## config.mk

```make
export PLATFORM = sky130hd
export DESIGN_NAME = mfp_front
export DESIGN_NICKNAME = d
export VERILOG_FILES = /design/src/rtl/mfp_pkg.sv /design/src/rtl/mfp_front.sv
export SDC_FILE = /design/constraint.sdc
export NUM_CORES = 1
export LEC_CHECK = 0
export ABC_AREA = 1
export BUFFER_PORTS_ARGS = -buffer_cell sky130_fd_sc_hd__buf_4
export CAP_MARGIN = 20
export CELL_PAD_IN_SITES_DETAIL_PLACEMENT = 0
export CELL_PAD_IN_SITES_GLOBAL_PLACEMENT = 1
export CORE_MARGIN = 2
export CORE_UTILIZATION = 35
export CTS_BUF_LIST = sky130_fd_sc_hd__clkbuf_4 sky130_fd_sc_hd__clkbuf_8
export CTS_CLUSTER_DIAMETER = 100
export DETAILED_ROUTE_END_ITERATION = 6
export PLACE_DENSITY = 0.84
export SYNTH_ARGS = -nofsm -noshare
export SYNTH_HDL_FRONTEND = slang
export SYNTH_SLANG_ARGS = --single-unit
export TNS_END_PERCENT = 30
```

## constraint.sdc

```tcl
create_clock -name clk -period 4.1 [get_ports clk]
set_input_delay 0.82 -clock clk [delete_from_list [all_inputs] [get_ports clk]]
set_output_delay 0.82 -clock clk [all_outputs]
set_load 0.1 [all_outputs]
```

## src/rtl/mfp_pkg.sv

```systemverilog
// ----------------------------------------------------------------------------
// mfp_pkg: shared types and constants
// Holds the law codes, field widths, register indexes and the struct types
// that pass between the front and back parts of the motion profile block.
// ----------------------------------------------------------------------------
package mfp_pkg;

	localparam int FRAC_BITS_DEF = 16;
	localparam int POS_W = 32;
	localparam int FREQ_W = 32;
	localparam int LAW_W = 3;
	localparam int RANGE_W = 31;
	localparam int DIFF_W = 33;
	localparam int QDEPTH = 4;

	typedef enum logic [LAW_W-1:0] {
		LAW_IDLE = 3'd0,
		LAW_FLAT = 3'd1,
		LAW_POW2 = 3'd2,
		LAW_POW4 = 3'd3,
		LAW_POW8 = 3'd4,
		LAW_QUARTER = 3'd5
	} law_t;

	localparam logic [2:0] REG_MAIN_FREQ = 3'd0;
	localparam logic [2:0] REG_START = 3'd1;
	localparam logic [2:0] REG_STOP = 3'd2;
	localparam logic [2:0] REG_DIR = 3'd3;
	localparam logic [2:0] REG_ACCEL = 3'd4;
	localparam logic [2:0] REG_DECEL = 3'd5;
	localparam logic [2:0] REG_MIN_RANGE = 3'd6;

	// Settings that both parts read.
	typedef struct packed {
		logic [FREQ_W-1:0] main_frequency;
		logic signed [POS_W-1:0] start_position;
		logic signed [POS_W-1:0] stop_position;
		logic move_direction;
		law_t accel_law;
		law_t decel_law;
		logic [RANGE_W-1:0] min_range;
	} cfg_t;

	// Classified sample handed from front to back.
	typedef struct packed {
		logic [DIFF_W-2:0] abs_d;
		logic [DIFF_W-2:0] abs_r;
		logic zero_x;
		logic full_x;
		logic creep;
	} cls_t;

	function automatic law_t sat_law(input logic [LAW_W-1:0] v);
		law_t l;
		if (v > LAW_QUARTER) begin
			l = LAW_QUARTER;
		end else begin
			l = law_t'(v);
		end
		return l;
	endfunction

endpackage

```

## src/rtl/mfp_front.sv

```systemverilog
// ----------------------------------------------------------------------------
// mfp_front: sample classifier
// Registers each accepted sample, forms the travel and range magnitudes and
// flags the cases that need no division.
// ----------------------------------------------------------------------------
module mfp_front (
	input logic clk,
	input logic arst_n,
	input mfp_pkg::cfg_t cfg,
	input logic in_valid,
	output logic in_ready,
	input logic signed [mfp_pkg::POS_W-1:0] in_pos,
	output logic out_valid,
	input logic out_ready,
	output mfp_pkg::cls_t out_cls
);
	import mfp_pkg::*;

	logic signed [DIFF_W-1:0] d, r;
	logic [DIFF_W-2:0] ad, ar;
	cls_t cls;

	always_comb begin
		d = DIFF_W'(in_pos) - DIFF_W'(cfg.start_position);
		r = DIFF_W'(cfg.stop_position) - DIFF_W'(cfg.start_position);
		ad = d[DIFF_W-1] ? (DIFF_W-1)'(-d) : d[DIFF_W-2:0];
		ar = r[DIFF_W-1] ? (DIFF_W-1)'(-r) : r[DIFF_W-2:0];
		cls.abs_d = ad;
		cls.abs_r = ar;
		cls.creep = ar < (DIFF_W-1)'(cfg.min_range);
		cls.full_x = 1'b0;
		cls.zero_x = 1'b0;
		if (r == '0) begin
			cls.full_x = !d[DIFF_W-1];
			cls.zero_x = d[DIFF_W-1];
		end else if (d == '0 || (d[DIFF_W-1] != r[DIFF_W-1])) begin
			cls.zero_x = 1'b1;
		end else if (ad >= ar) begin
			cls.full_x = 1'b1;
		end
	end

	assign in_ready = !out_valid || out_ready;

	always_ff @(posedge clk or negedge arst_n) begin
		if (!arst_n) begin
			out_valid <= 1'b0;
		end else if (in_ready) begin
			out_valid <= in_valid;
		end
	end

	always_ff @(posedge clk) begin
		if (in_ready && in_valid) begin
			out_cls <= cls;
		end
	end
endmodule

```

Word level (Yosys, flattened, before mapping). Index checks and enable logic that the tools add are counted.

$add $sub $neg: 4. $lt $le $gt $ge: 2. Equality and inequality tests: 1. Multiplexer cells: 6. Reduce and logical (&&, ||, !) cells: 7.

Operators by type and width (count): zero test 33 bit (2); subtractor 32 x 32 -> 33 bit (2); 2-to-1 mux 32 bit (2); negator 32 bit (2); >= comparator 32 bit (1); less-than comparator 32 x 31 -> 1 bit (1); 2-to-1 mux 1 bit (3); zero test 1 bit (2); logical OR 1 bit (2); 2-to-1 mux 2 bit (1); logical AND 1 bit (1); inequality test 1 bit (1).

Register bits after elaboration: 68. Input port bits: 170. Output and inout bits: 69. Logic and storage cells: 26.

Logic depth before layout (Yosys ltp).
Depth in word-level cells: 7. Mapped depth: 42. Depth with buffers taken out: 40.

Worst setup path after synthesis. No wires, ideal clock.

Kind: input port to flip-flop. From: in in_pos[0] (netlist name). To: reg out_cls[1] (netlist name) (data pin). Library setup time: 0.258 ns. Data arrival time: 4.493 ns. Data required time: 3.842 ns. Setup slack: -0.652 ns. Cell stages on the path: 37. Path buffers: 0. Path through: inv_1 > ha_1 > fa_1 > inv_1 > nand3_1 > nand2_1 > nand2_1 > nand2_2 > nand2_1 > nand2_2 > inv_2 > nor2_1 > nand2_1 > nor2_2 > nand2_2 > nor2_2 > nand2_1 > nor2_2 > nand3b_1 > nor2_2 > nand2_2 > nor2_2 > nand2_1 > nand2_1 > xor2_1 > ha_1 > a21o_1 > a221oi_1 > inv_1 > nor2_1 > nand2_1 > inv_1 > nand2_1 > nor2_1 > nor2_1 > nor2_1 > nor2_1.

RTL lines: start, declared (line mfp_front.sv:12) `input logic signed [mfp_pkg::POS_W-1:0] in_pos,`; end signal, assigned (line mfp_front.sv:55) `out_cls <= cls;`; end, declared (line mfp_front.sv:15) `output mfp_pkg::cls_t out_cls`.

==> PnR_summary.wiki <==
{| class="wikitable"
! Metric !! Value
|-
| Result of the run || finished with violations
|-
| Violated checks || negative setup slack
|-
| CP Launch Point || in_pos[0]
|-
| Area enclosed by the die boundary || between 30000 and 40000 sq um
|-
| Worst supply voltage drop on vdd || approximately 0.00021 V
|-
| Root buffer cell || sky130_fd_sc_hd__clkbuf_8
|-
| Buf+Inv Stages, Crit Path || 5
|-
| Avg Vias per Cell || ~4.5
|-
| Vias in the first global route || approximately 12k
|-
| Layout Area Growth over Synthesis || 57.13%
|-
| Number of cells on the critical path || 36
|-
| Width of the chip || 174.4 microns
|-
| Last weighted congestion value of the routability-driven placer || ~0.9
|-
| Clock slew seen by the registers of the worst setup and hold paths || 0.07 ns
|-
| Endpoint of the most critical setup path || out_cls[1]
|-
| Nature of the critical path startpoint || input pin
|-
| Largest net degree at the start of global routing || 36
|-
| Clock period minus worst slack || roughly 4.8 ns
|-
| DRC violations left || 0
|-
| Final net count || about 2.6k
|-
| Critical path fanouts, max || 2
|-
| TritonCTS clock tree || built
|-
| Cells on worst reg2reg path || 2
|-
| Critical Path Most Common Cell || sky130_fd_sc_hd__nand2_2
|-
| First-pass GRT wire length || 54570 microns
|-
| Register bit total from synthesis || slightly below 70
|-
| Critical Path Sink Type || flip-flop
|-
| Path type of the worst min-delay path || in -> async
|-
| Maximum clock frequency || roughly 210 MHz
|-
| Total power per unit cell area || 365.8 nW/um^2
|-
| Hold slack final || 0.2335 ns
|-
| Antenna violations before repair || 0
|-
| Worst slew slack as a fraction of its limit || 0.6895
|-
| Placed cell count || about 2.6k
|-
| Detailed Place HPWL || approximately 30000 microns
|-
| Endpoint of the worst register-to-register path || out_cls[64]
|-
| Post-synth EDFFs || 67
|-
| Synthesized cell area || ~10000 sq um
|-
| Slowest stage delay, CP || 0.58 ns
|-
| Data arrival time at the worst-slack endpoint || around 4.9 ns
|-
| Count of pins on the block boundary || between 200 and 250
|-
| Core area || between 20000 and 30000 sq um
|-
| First-pass detailed-route iteration total || 5
|-
| Final setup vio count || 2
|-
| Utilization after layout || 0.5580
|-
| Count of antenna-violating nets left after detailed routing || 0
|-
| Clock sink total || 68
|-
| Row count || 62
|-
| Final Cycle Share || 1.159
|-
| CTS max path bufs || 2
|-
| Total wire length after detailed routing || 34150 microns
|-
| Total congestion overflow || 0
|-
| CTS H-Tree Depth || 3
|-
| Max-cap check violation count || 0
|-
| Initial standard-cell utilization of the core || 0.3551
|-
| Via total after detailed routing || between 10k and 15k
|-
| Crit Path Class || in -> reg
|-
| Prevailing post-synth register cell || sky130_fd_sc_hd__edfxtp_1
|-
| Worst path slowest cell || sky130_fd_sc_hd__fa_2
|-
| Transition time of the tightest slew-check pin || ~0.46 ns
|-
| Die H || 174.4 microns
|-
| Input/output buffers || a little under 200
|-
| Max-slew violation count || 0
|-
| Post-DR wirelength/cell || between 10 and 15 microns
|-
| Leakage power summed over all cells || 9.089 nW
|-
| Share of flip-flops with an asynchronous set or reset after synthesis || 0.01471
|-
| Number of violations reported at the end of detailed-routing iteration 0 || approximately 540
|-
| Synthesized netlist net count || 1937
|-
| Cell family contributing the most delay on the critical path || simple AND/OR/NAND/NOR gates
|-
| Required time at the worst-slack endpoint || between 4 and 5 ns
|-
| Diodes inserted || 0
|-
| Min setup slack post-route || -0.6526 ns
|-
| Setup slack of the worst register-to-register path || between 2 and 3 ns
|-
| Final setup skew || between 0.015 and 0.02 ns
|-
| Distinct cells, synth || 49
|-
| Total global-route track usage || 0.2229
|-
| Final Instance Count excl. Fillers || ~2.7k
|-
| Seq/Total Area, Yosys || 0.2004
|-
| Number of standard cells after synthesis || 1644
|-
| Worst-skew pair later-pin latency || 0.36 ns
|-
| Launch point of the worst reg-to-reg path || out_valid
|-
| Layout cell share with drive strength beyond 1 || 0.3495
|-
| Synthesized area per cell || 6.183 sq um
|-
| Number of hold-slack violations in the final timing report || 0
|-
| Clock buffers created by TritonCTS || 9
|-
| Unrepaired setup endpoints after global routing || true
|-
| Warning count from the yosys run || 0
|}
==> flip-flops by register name, summed over array words and instances, names as in the netlist <==
register   flops
out_cls       67
out_valid      1
==> per-layer routing <==
| metal | routed length, microns | share of wire | GRT usage | up-vias |
|---|---|---|---|---|
| met5 | 0 | 0 | 0 | - |
| met4 | 439 | 0.013 | 0.04517 | 0 |
| met3 | 992 | 0.029 | 0.01312 | 25 |
| met2 | 16080 | 0.47 | 0.3854 | 199 |
| met1 | 16640 | 0.49 | 0.3067 | 5329 |
| li1 | - | - | - | 6486 |
==> worst register-to-register path, delay by kind of cell (launching register included) <==
kind                   cells  cell delay (ns)
DFF                        1             0.43
buffers and inverters      1             0.41
AOI/OAI and AO/OA          1             0.16
==> through the flow <==
| step | cell area (sq um) | total power, W | TNS (ns) | setup slack, ns |
|---|---|---|---|---|
| after detailed placement | 15390 | 0.005175 | -2.728 | -1.201 |
| after global placement | 15390 | 0.005089 | -2.423 | -1.161 |
| final | 15970 | 0.005842 | -1.057 | -0.6526 |
| after CTS | 15680 | 0.005780 | -1.260 | -0.6845 |
| after global routing | 15970 | 0.006321 | -1.863 | -1.026 |
| after floorplan | 10180 | 0.003451 | -1.059 | -0.5864 |
==> layout by cell type (no fill, tap or decap), types with 5 or more instances in the layout <==
| cell | count |
|---|---|
| sky130_fd_sc_hd__nor3_1 | 17 |
| sky130_fd_sc_hd__inv_2 | 31 |
| sky130_fd_sc_hd__ha_1 | 113 |
| sky130_fd_sc_hd__o21ai_0 | 29 |
| sky130_fd_sc_hd__inv_1 | 311 |
| sky130_fd_sc_hd__nor2_2 | 20 |
| sky130_fd_sc_hd__clkbuf_8 | 9 |
| sky130_fd_sc_hd__nor2_1 | 123 |
| sky130_fd_sc_hd__a21o_1 | 5 |
| sky130_fd_sc_hd__nand3_1 | 109 |
| sky130_fd_sc_hd__a21oi_1 | 72 |
| sky130_fd_sc_hd__buf_4 | 638 |
| sky130_fd_sc_hd__nand2_1 | 512 |
| sky130_fd_sc_hd__nor3_2 | 5 |
| sky130_fd_sc_hd__nand3_2 | 10 |
| sky130_fd_sc_hd__o21ai_1 | 5 |
| sky130_fd_sc_hd__ha_4 | 6 |
| sky130_fd_sc_hd__nand2_2 | 36 |
| sky130_fd_sc_hd__nand3b_1 | 12 |
| sky130_fd_sc_hd__nor2_4 | 9 |
| sky130_fd_sc_hd__a21oi_2 | 6 |
| sky130_fd_sc_hd__xnor2_1 | 12 |
| sky130_fd_sc_hd__edfxtp_1 | 67 |
| sky130_fd_sc_hd__nand4_1 | 29 |
| sky130_fd_sc_hd__xor2_1 | 48 |
==> Yosys cell counts (all sizes together), types with 2 or more instances <==
cell,count,area share
o21bai,4,0.0030
o31ai,2,0.0020
o21a,3,0.0022
a21boi,3,0.0022
a21o,5,0.0037
buf,3,0.0021
nand2,550,0.21
clkbuf,4,0.0015
nand3,119,0.061
ha,121,0.15
nor4,4,0.0025
a211oi,4,0.0030
o21ai,35,0.017
nor2,152,0.063
and2,2,0.0015
o211ai,2,0.0015
xor2,53,0.046
or2,2,0.0012
a31oi,3,0.0018
nand3b,12,0.0089
a21oi,79,0.039
nor3,22,0.012
nand4,30,0.019
xnor2,13,0.011
fa,2,0.0039
edfxtp,67,0.20
inv,342,0.13
==> power by group <==
part           total (W)  switching (W)  internal, W
Combinational    0.00431        0.00253      0.00178
Clock           0.000559       0.000272     0.000288
Sequential      0.000976      0.0000325     0.000944
==> layout make-up <==
cell class / instances / area [sq um]
multi-input cells: 1227 / 7104
clock inverters: 6 / 65.06
repair buffers: 642 / 4870
fillers: 2836 / 12650
clock buffers: 10 / 131.4
flip-flops and latches: 68 / 2037
well taps: 384 / 480.5
inverters: 342 / 1284
==> worst min path at each step <==
| stage | endpoint |
|---|---|
| floorplan | out_valid |
| global placement | out_valid |
| detailed placement | out_valid |
| CTS | out_valid |
| global route | out_valid |
| finish | out_valid |
==> cells by family after synthesis <==
logic type	count (synthesis)	synth area share
flops	68	0.2004
xor+xnor	66	0.05761
buf+inv	349	0.1299
compound gates	144	0.07903
simple gates	894	0.3802
fa+ha+maj	123	0.1529
==> what timing repair did <==
action | CTS | global route
hold buffers | 0 | 0
setup endpoints to repair | 2 | 4
setup buffers | 5 | 10
pin swaps | 14 | 35
resized for setup | 15 | 53
hold endpoints to repair | 0 | 0
Power figures use the tool's default switching activity.
