[src/rtl/mfp_queue.sv]
// ----------------------------------------------------------------------------
// mfp_queue: small register queue
// Decouples the classifier from the arithmetic pipeline.
// ----------------------------------------------------------------------------
module mfp_queue #(
	parameter int WIDTH = 8,
	parameter int DEPTH = 4
) (
	input logic clk,
	input logic arst_n,
	input logic in_valid,
	output logic in_ready,
	input logic [WIDTH-1:0] in_data,
	output logic out_valid,
	input logic out_ready,
	output logic [WIDTH-1:0] out_data
);
	localparam int AW = (DEPTH > 1) ? $clog2(DEPTH) : 1;

	logic [WIDTH-1:0] mem_q [DEPTH];
	logic [AW-1:0] wp_q, rp_q;
	logic [AW:0] cnt_q;
	logic push, pop;

	assign in_ready = cnt_q != (AW+1)'(DEPTH);
	assign out_valid = cnt_q != '0;
	assign out_data = mem_q[rp_q];
	assign push = in_valid && in_ready;
	assign pop = out_valid && out_ready;

	always_ff @(posedge clk or negedge arst_n) begin
		if (!arst_n) begin
			wp_q <= '0;
			rp_q <= '0;
			cnt_q <= '0;
		end else begin
			if (push) begin
				wp_q <= (wp_q == AW'(DEPTH-1)) ? '0 : wp_q + 1'b1;
			end
			if (pop) begin
				rp_q <= (rp_q == AW'(DEPTH-1)) ? '0 : rp_q + 1'b1;
			end
			cnt_q <= cnt_q + (AW+1)'(push) - (AW+1)'(pop);
		end
	end

	always_ff @(posedge clk) begin
		if (push) begin
			mem_q[wp_q] <= in_data;
		end
	end
endmodule

[config.mk]
export PLATFORM = sky130hd
export DESIGN_NAME = mfp_queue
export DESIGN_NICKNAME = d
export VERILOG_FILES = /design/src/rtl/mfp_queue.sv
export SDC_FILE = /design/constraint.sdc
export NUM_CORES = 1
export LEC_CHECK = 0
export ABC_AREA = 1
export BUFFER_PORTS_ARGS = -buffer_cell sky130_fd_sc_hd__buf_2
export CAP_MARGIN = 30
export CORE_ASPECT_RATIO = 0.7
export CORE_MARGIN = 2
export CORE_UTILIZATION = 25
export DETAILED_ROUTE_END_ITERATION = 7
export MAX_ROUTING_LAYER = met4
export PLACE_DENSITY_LB_ADDON = 0.25
export SYNTH_ARGS = -nofsm -noshare
export SYNTH_HDL_FRONTEND = slang
export SYNTH_SLANG_ARGS = --single-unit
export TNS_END_PERCENT = 1
[constraint.sdc]
create_clock -name clk -period 2.3 [get_ports clk]
set_clock_uncertainty 0.1 [all_clocks]
set_input_delay 0.345 -clock clk [delete_from_list [all_inputs] [get_ports clk]]
set_output_delay 0.345 -clock clk [all_outputs]
set_load 0.02 [all_outputs]
# Word level (Yosys, flattened, before mapping)
# Memories as Yosys holds them, arrays and structs flattened.
# Index checks and enable logic that the tools add are counted.
[word_totals]
regBits = 7
mem_bits_rw = 32
input_bits = 12
out_inout_bits = 10
wordCells = 18
mem_count = 1
[mem_list]
columns = ["memory", "words", "width", "rd", "rd_ports_with_merged_regs", "write_ports", "line_no", "text"]
rows = [
  ["mem_q", 4, 8, 1, 0, 1, "20", "logic [WIDTH-1:0] mem_q [DEPTH];"],
]
[op_classes]
n_addsub = 4
eq_ne = 3
mux = 4
reduce_logical = 3
[ops]
columns = ["cell", "count"]
rows = [
  ["adder 2 x 1 -> 2 bit (second input constant)", 2],
  ["== test 2 bit (second input constant)", 2],
  ["2-to-1 mux 2 bit", 2],
  ["adder 3 x 1 -> 3 bit", 1],
  ["inequality test 3 bit (second input constant)", 1],
  ["nonzero test 3 bit", 1],
  ["subtractor 3 x 1 -> 3 bit", 1],
  ["logical AND 1 bit", 2],
  ["2-to-1 mux 1 bit", 2],
]

# Longest topological paths before layout
# Gate-level depths: netlist of run 1.
[logic_depth]
ltp_word = 4
depth_mapped = 12
mapped_depth_nobuf = 12

# Worst setup path before layout of run 1
# Ideal clock, no wire load.
[synth_path]
path_type = "register to register"
from = "register cnt_q[1]"
to = "register cnt_q[1]"
setup_time_ps = 114
arrival_ps = 1830
required_ps = 2086
slack_ps = 256
path_stages_with_launch = 11
n_path_buf = 0
period_less_slack_ps = 2044
cell_sequence = "dfrtp_1 > nor2_4 > nand2_2 > nand2_2 > inv_1 > ha_1 > inv_1 > ha_1 > inv_1 > fa_1 > inv_1"
[synth_rtl]
columns = ["item", "line_no", "text"]
rows = [
  ["from (decl)", "22", "logic [AW:0] cnt_q;"],
  ["from (signal assigned)", "43", "cnt_q <= cnt_q + (AW+1)'(push) - (AW+1)'(pop);"],
  ["nonzero test 3 bit", "26", "assign out_valid = cnt_q != '0;"],
  ["via out_valid", "14", "output logic out_valid,"],
  ["logical AND 1 bit", "29", "assign pop = out_valid && out_ready;"],
  ["via pop", "23", "logic push, pop;"],
  ["subtractor 3 x 1 -> 3 bit", "43", ""],
]
# The timed path passes the listed nets, and every way through them passes these cells.
# A chain may end at the register's enable or synchronous reset.

# Worst setup path after layout of run 1
[layout_path]
from = "register cnt_q[1]"
to = "register cnt_q[1]"
[layout_rtl]
columns = ["item", "line_no"]
rows = [
  ["nonzero test 3 bit", "26"],
  ["logical AND 1 bit", "29"],
  ["via pop", "23"],
  ["subtractor 3 x 1 -> 3 bit", "43"],
]
# The timed path passes the listed nets, and every way through them passes these cells.

==> results of run 1 <==
[power by group through the flow]
stage | Clock [mW] | Sequential (mW) | Combinational, mW
finish | 0.446 | 1.04 | 1.05
global route | 0.488 | 1.06 | 1.21
CTS | 0.461 | 1.04 | 1.09
detailed placement | 0 | 1.06 | 1.08
global placement | 0 | 1.06 | 1.07
floorplan | 0 | 1.05 | 0.815
[layout make-up]
type | count | area (µm²)
Multi-Input combinational cell | 76 | 465
Sequential cell | 39 | 1140
Tap cell | 94 | 118
Timing Repair Buffer | 28 | 160
Clock buffer | 6 | 72.6
Fill cell | 715 | 4710
Clock inverter | 2 | 12.5
Inverter | 29 | 109
[metal layers]
metal / vias up / routed length (µm) / GRT usage [%] / part of all wire [%]
li1: 546 / - / - / -
met1: 457 / 1620 / 11.7 / 52
met2: 20 / 1340 / 13.8 / 43
met3: 5 / 114 / 2.45 / 3.7
met4: 0 / 51 / 4.05 / 1.6
met5: - / 0 / - / 0
[worst min path at each step]
stage | startpoint | endpoint | slack, ns | cells past startpoint
2_1_floorplan | arst_n | cnt_q[0] | -0.05 | 0
3_3_place_gp | arst_n | cnt_q[0] | 0.09 | 1
3_5_place_dp | arst_n | cnt_q[1] | 0.1 | 1
4_1_cts | in_data[5] | mem_q[0][5] | 0.17 | 1
5_1_grt | in_data[7] | mem_q[3][7] | 0.17 | 1
6_report | in_data[7] | mem_q[3][7] | 0.18 | 1
[cell families after synthesis]
logic type	count (synthesis)	share of synthesized area (%)
buffers and inverters	34	9.35
adder cells (fa/ha/maj)	8	6.09
XOR/XNOR	2	0.992
AND/OR/NAND/NOR	50	12.5
AO/OA/AOI/OAI	16	6.80
flip-flops	39	64.3
[cells in the mapped netlist]
cell      instances
nand2_1          35
edfxtp_1         32
inv_1            29
o211ai_1         16
dfrtp_1           7
ha_1              7
nor2_1            6
buf_6             5
nand3_1           4
nand2_2           2
nand2_4           2
fa_1              1
nor2_4            1
xnor2_1           1
xor2_1            1
[through the flow]
stage / worst slack [ns] / hold slack (ns)
2_1_floorplan: 0.256 / -0.0506
3_3_place_gp: 0.282 / 0.0934
3_5_place_dp: 0.242 / 0.0957
4_1_cts: 0.223 / 0.173
5_1_grt: 0.0805 / 0.174
6_report: 0.244 / 0.177
[flip-flops by register name (all words and copies together), names as in the netlist]
name / count
mem_q: 32
rp_q: 2
wp_q: 2
cnt_q: 3
==> results_dict.tcl, run 1 <==
set metrics [dict create \
    synth-seq-cells 39 \
    grt_max_degree 36 \
    synth_warnings 0 \
    grt_antenna_before_repair 0 \
    layout_commonest_cell "nand2_1" \
    h-tree-depth 2 \
    vdd_drop_max_uv 485 \
    p_int_mw 1.54 \
    drv_cap 0 \
    cp.required_ns 2.39 \
    diodes 0 \
    r2r_end "cnt_q[1]" \
    cpLargestDelayFamily "adder cells" \
    dp.cells 265 \
    fin_util_pct 30.5 \
    cp.depth 10 \
    cts_tree "done" \
    hp-class "in2reg" \
    crit_slowest_cell "dfrtp_1" \
    grt_pass1_wl_um 5130 \
    cts_setup_buffers 0 \
    crit_buf_inv 4 \
    endpoint "cnt_q[1]" \
    die_area_mm2 0.00777 \
    hold_buffers 1 \
    fin_crit_sh_pct 89.4 \
    ant_nets 0 \
    drive_gt1_share_pct 21.7 \
    insertion_delay_ns 0.28 \
    postPlaceCellArea_mm2 0.00198 \
    dpl.hpwl_um 2130 \
    io_buffers 21 \
    hold_viol 0 \
    startpoint "cnt_q[1]" \
    die_x_um 104 \
    max_freq_mhz 486 \
    core_mm2 0.00679 \
    design_area_mm2 0.00207 \
    netlist_area_mm2 0.00177 \
    drcViolationCount 0 \
    num_rows 25 \
    synth.distinct_cells 15 \
    path_max_fanout 4 \
    slew_headroom_pct 77.7 \
    ctsResizeCount 0 \
    arrival_ns 2.14 \
    vias 1028 \
    setup_tns_ns 0 \
    first_global_vias 1038 \
    tightestPinTransition_ns 0.335 \
    num_io_pins 22 \
    yosysSeqAreaShare_pct 64.3 \
    synthTopCellsByArea "edfxtp_1 54%, dfrtp_1 9.9%, nand2_1 7.4%, o211ai_1 6.8%, inv_1 6.2%" \
    routabilityCongestion 0.775 \
    worstPathCellList "nor2_4 > nand2_2 > nand2_2 > inv_1 > ha_1 > inv_1 > ha_1 > inv_1 > fa_1 > inv_1" \
    finalMaxSlewViolations 0 \
    layout.cells.non_filler 274 \
    drt_pass1_iterations 4 \
    wirelength_um 3120 \
    comb_power_share_pct 41.4 \
    layout_min_cycle_time_ns 2.06 \
    power_mw 2.54 \
    p_per_area_mw_per_mm2 1230 \
    path_clk_slew_ns 0.08 \
    reg2reg_depth 10 \
    status "finished, final reports clean" \
    finalSetupViolCount 0 \
    critPathMaxStageDelay_ns 0.47 \
    layout_common_cells "35 x nand2_1, 32 x edfxtp_1, 29 x inv_1" \
    seqPwrFrac_pct 41.0 \
    initial_utilization_pct 26.0 \
    clkSinkCount 39 \
    synth_cells 149 \
    nNetsFinal 199 \
    cts_buffers 5 \
    cts_root_buf "clkbuf_8" \
    cpMostUsedCell "inv_1" \
    synth_top_area_share_pct 54.4 \
    grt_overflow_total 0 \
    synth_nets 169 \
    leakage_nw 0.893 \
    area_growth_pct 17.4 \
    initialDrtViolationCount 47 \
    rsz0062_at_grt "false" \
    grt_use_total_pct 9.14 \
    die_h_um 74.3 \
    p_sw_mw 1.00 \
    cp-start-kind "flip-flop" \
    cp-end-kind "flip-flop" \
    p_sw_share_pct 39.5 \
    crit_type "reg2reg" \
    viasPerCell 3.75 \
    cts_buffer_depth 2 \
    routedWlPerCell_um 11.4 \
    yosys.area.top_type "edfxtp_1" \
    syn_avg_cell_area_um2 11.9 \
    r2r-start "cnt_q[1]" \
    pwr-share-clk_pct 17.6 \
    r2r_slack_ns 0.24 \
]
Note: power is estimated with default switching activity, not from simulation.
==> run 2, diff against run 1 <==
--- a/config.mk
+++ b/config.mk
@@ -10,8 +10,9 @@
 export CAP_MARGIN = 30
 export CORE_ASPECT_RATIO = 0.7
 export CORE_MARGIN = 2
-export CORE_UTILIZATION = 25
+export CORE_UTILIZATION = 55
 export DETAILED_ROUTE_END_ITERATION = 7
+export GPL_ROUTABILITY_DRIVEN = 0
 export MAX_ROUTING_LAYER = met4
 export PLACE_DENSITY_LB_ADDON = 0.25
 export SYNTH_ARGS = -nofsm -noshare
==> run 2 against run 1 <==
Register-to-register slack is essentially flat. Hold slack lost 0.0077 ns. Via count grew 0.39%. Global-route usage grew 8.2 points. Critical path depth grew 2. Fmax shrank 0.58%. Largest cell class unchanged.
==> results_dict.tcl, run 2 (same netlist as run 1, synthesis figures left out) <==
set metrics [dict create \
    hold_buffers 1 \
    wirelength_um 2640 \
    tightestPinTransition_ns 0.318 \
    rsz0062_at_grt "false" \
    crit_type "reg2reg" \
    vdd_drop_max_uv 670 \
    num_io_pins 22 \
    diodes 0 \
    cts_root_buf "clkbuf_8" \
    setup_tns_ns 0 \
    max_freq_mhz 484 \
    status "finished, final reports clean" \
    die_h_um 51.4 \
    io_buffers 21 \
    fin_util_pct 64.5 \
    largest_reg_flops 32 \
    h-tree-depth 2 \
    path_clk_slew_ns 0.07 \
    drt_pass1_iterations 4 \
    leakage_nw 0.893 \
    initialDrtViolationCount 46 \
    dp.cells 209 \
    routedWlPerCell_um 12.1 \
    vias 1032 \
    ctsResizeCount 0 \
    power_mw 2.51 \
    cp-start-kind "flip-flop" \
    path_max_fanout 4 \
    nNetsFinal 199 \
    grt_max_degree 36 \
    cts_buffers 5 \
    die_x_um 71.7 \
    layout_min_cycle_time_ns 2.07 \
    hp-class "in2reg" \
    area_growth_pct 13.4 \
    slew_headroom_pct 78.8 \
    die_area_mm2 0.00369 \
    cts_buffer_depth 2 \
    viasPerCell 4.73 \
    grt_use_total_pct 17.3 \
    finalSetupViolCount 0 \
    grt_overflow_total 0 \
    hold_viol 0 \
    num_rows 17 \
    arrival_ns 2.20 \
    p_per_area_mw_per_mm2 1260 \
    insertion_delay_ns 0.29 \
    cp-end-kind "flip-flop" \
    layout_commonest_cell "nand2_1" \
    fin_crit_sh_pct 89.9 \
    clkSinkCount 39 \
    first_global_vias 979 \
    grt_pass1_wl_um 4310 \
    cts_tree "done" \
    ant_nets 0 \
    multi_input_area_um2 465 \
    reg_top3 "mem_q: 32 flops, cnt_q: 3 flops" \
    layout_common_cells "35 x nand2_1, 32 x edfxtp_1, 29 x inv_1" \
    cts_setup_buffers 0 \
    cp.required_ns 2.43 \
    drive_gt1_share_pct 21.7 \
    largest_register "mem_q" \
    core_mm2 0.00311 \
    grt_antenna_before_repair 0 \
    initial_utilization_pct 56.9 \
    drcViolationCount 0 \
    dpl.hpwl_um 1870 \
    nFillCells 234 \
    layout.cells.non_filler 218 \
    drv_cap 0 \
    finalMaxSlewViolations 0 \
    regArea_mm2 0.00114 \
]
## run 2: cell counts in the layout (fill, tap and decap cells not counted)
No cell type changed its count.
## run 2: layout make-up
type                            instances  share of cell area [%]
Sequential cell                        39                    56.7
Multi-Input combinational cell         76                    23.2
Timing Repair Buffer                   28                    8.00
Inverter                               29                    5.43
Clock buffer                            6                    3.62
Tap cell                               38                    2.37
Clock inverter                          2                   0.625
## run 2: worst paths after layout
kind	start	to	slack (ns)	cells after the start
min reg2reg	wp_q[1]	wp_q[1]	0.44	2
min in group asynchronous	arst_n	cnt_q[2]	0.32	2
min	in_data[5]	mem_q[2][5]	0.17	1
max in group asynchronous	arst_n	cnt_q[0]	1.62	2
max reg2reg	cnt_q[1]	cnt_q[2]	0.23	12
max	cnt_q[1]	cnt_q[2]	0.23	12
## run 2: power breakdown
group / leakage (nW) / switching (mW) / internal, mW
combinational: 0.475 / 0.663 / 0.377
clock: 0.0412 / 0.219 / 0.211
sequential: 0.377 / 0.0934 / 0.950
## run 2: critical path, stage by stage (launching register included)
cell     delay (ns)
dfrtp_1        0.47
nor2_4         0.17
nand2_2        0.09
nand2_2        0.08
inv_1          0.05
ha_1           0.26
inv_1          0.05
ha_1           0.12
inv_1          0.05
fa_1           0.38
inv_1          0.07
nand2_1        0.06
nand2_1        0.06
## run 2: layer usage
layer	part of all wire (%)	up-vias	track usage (%)
met2	48	15	26.5
met1	47	463	21.1
met3	3.6	5	5.33
met5	0	-	-
met4	1.6	0	8.49
li1	-	549	-
## run 2: stage by stage
step                setup WS [ns]  area, µm²  hold WS, ns
finish                      0.232       2000        0.170
global placement            0.296       1910       0.0877
CTS                         0.229       2000        0.161
detailed placement          0.249       1910       0.0915
floorplan                   0.256       1770      -0.0506
global route                0.112       2000        0.166
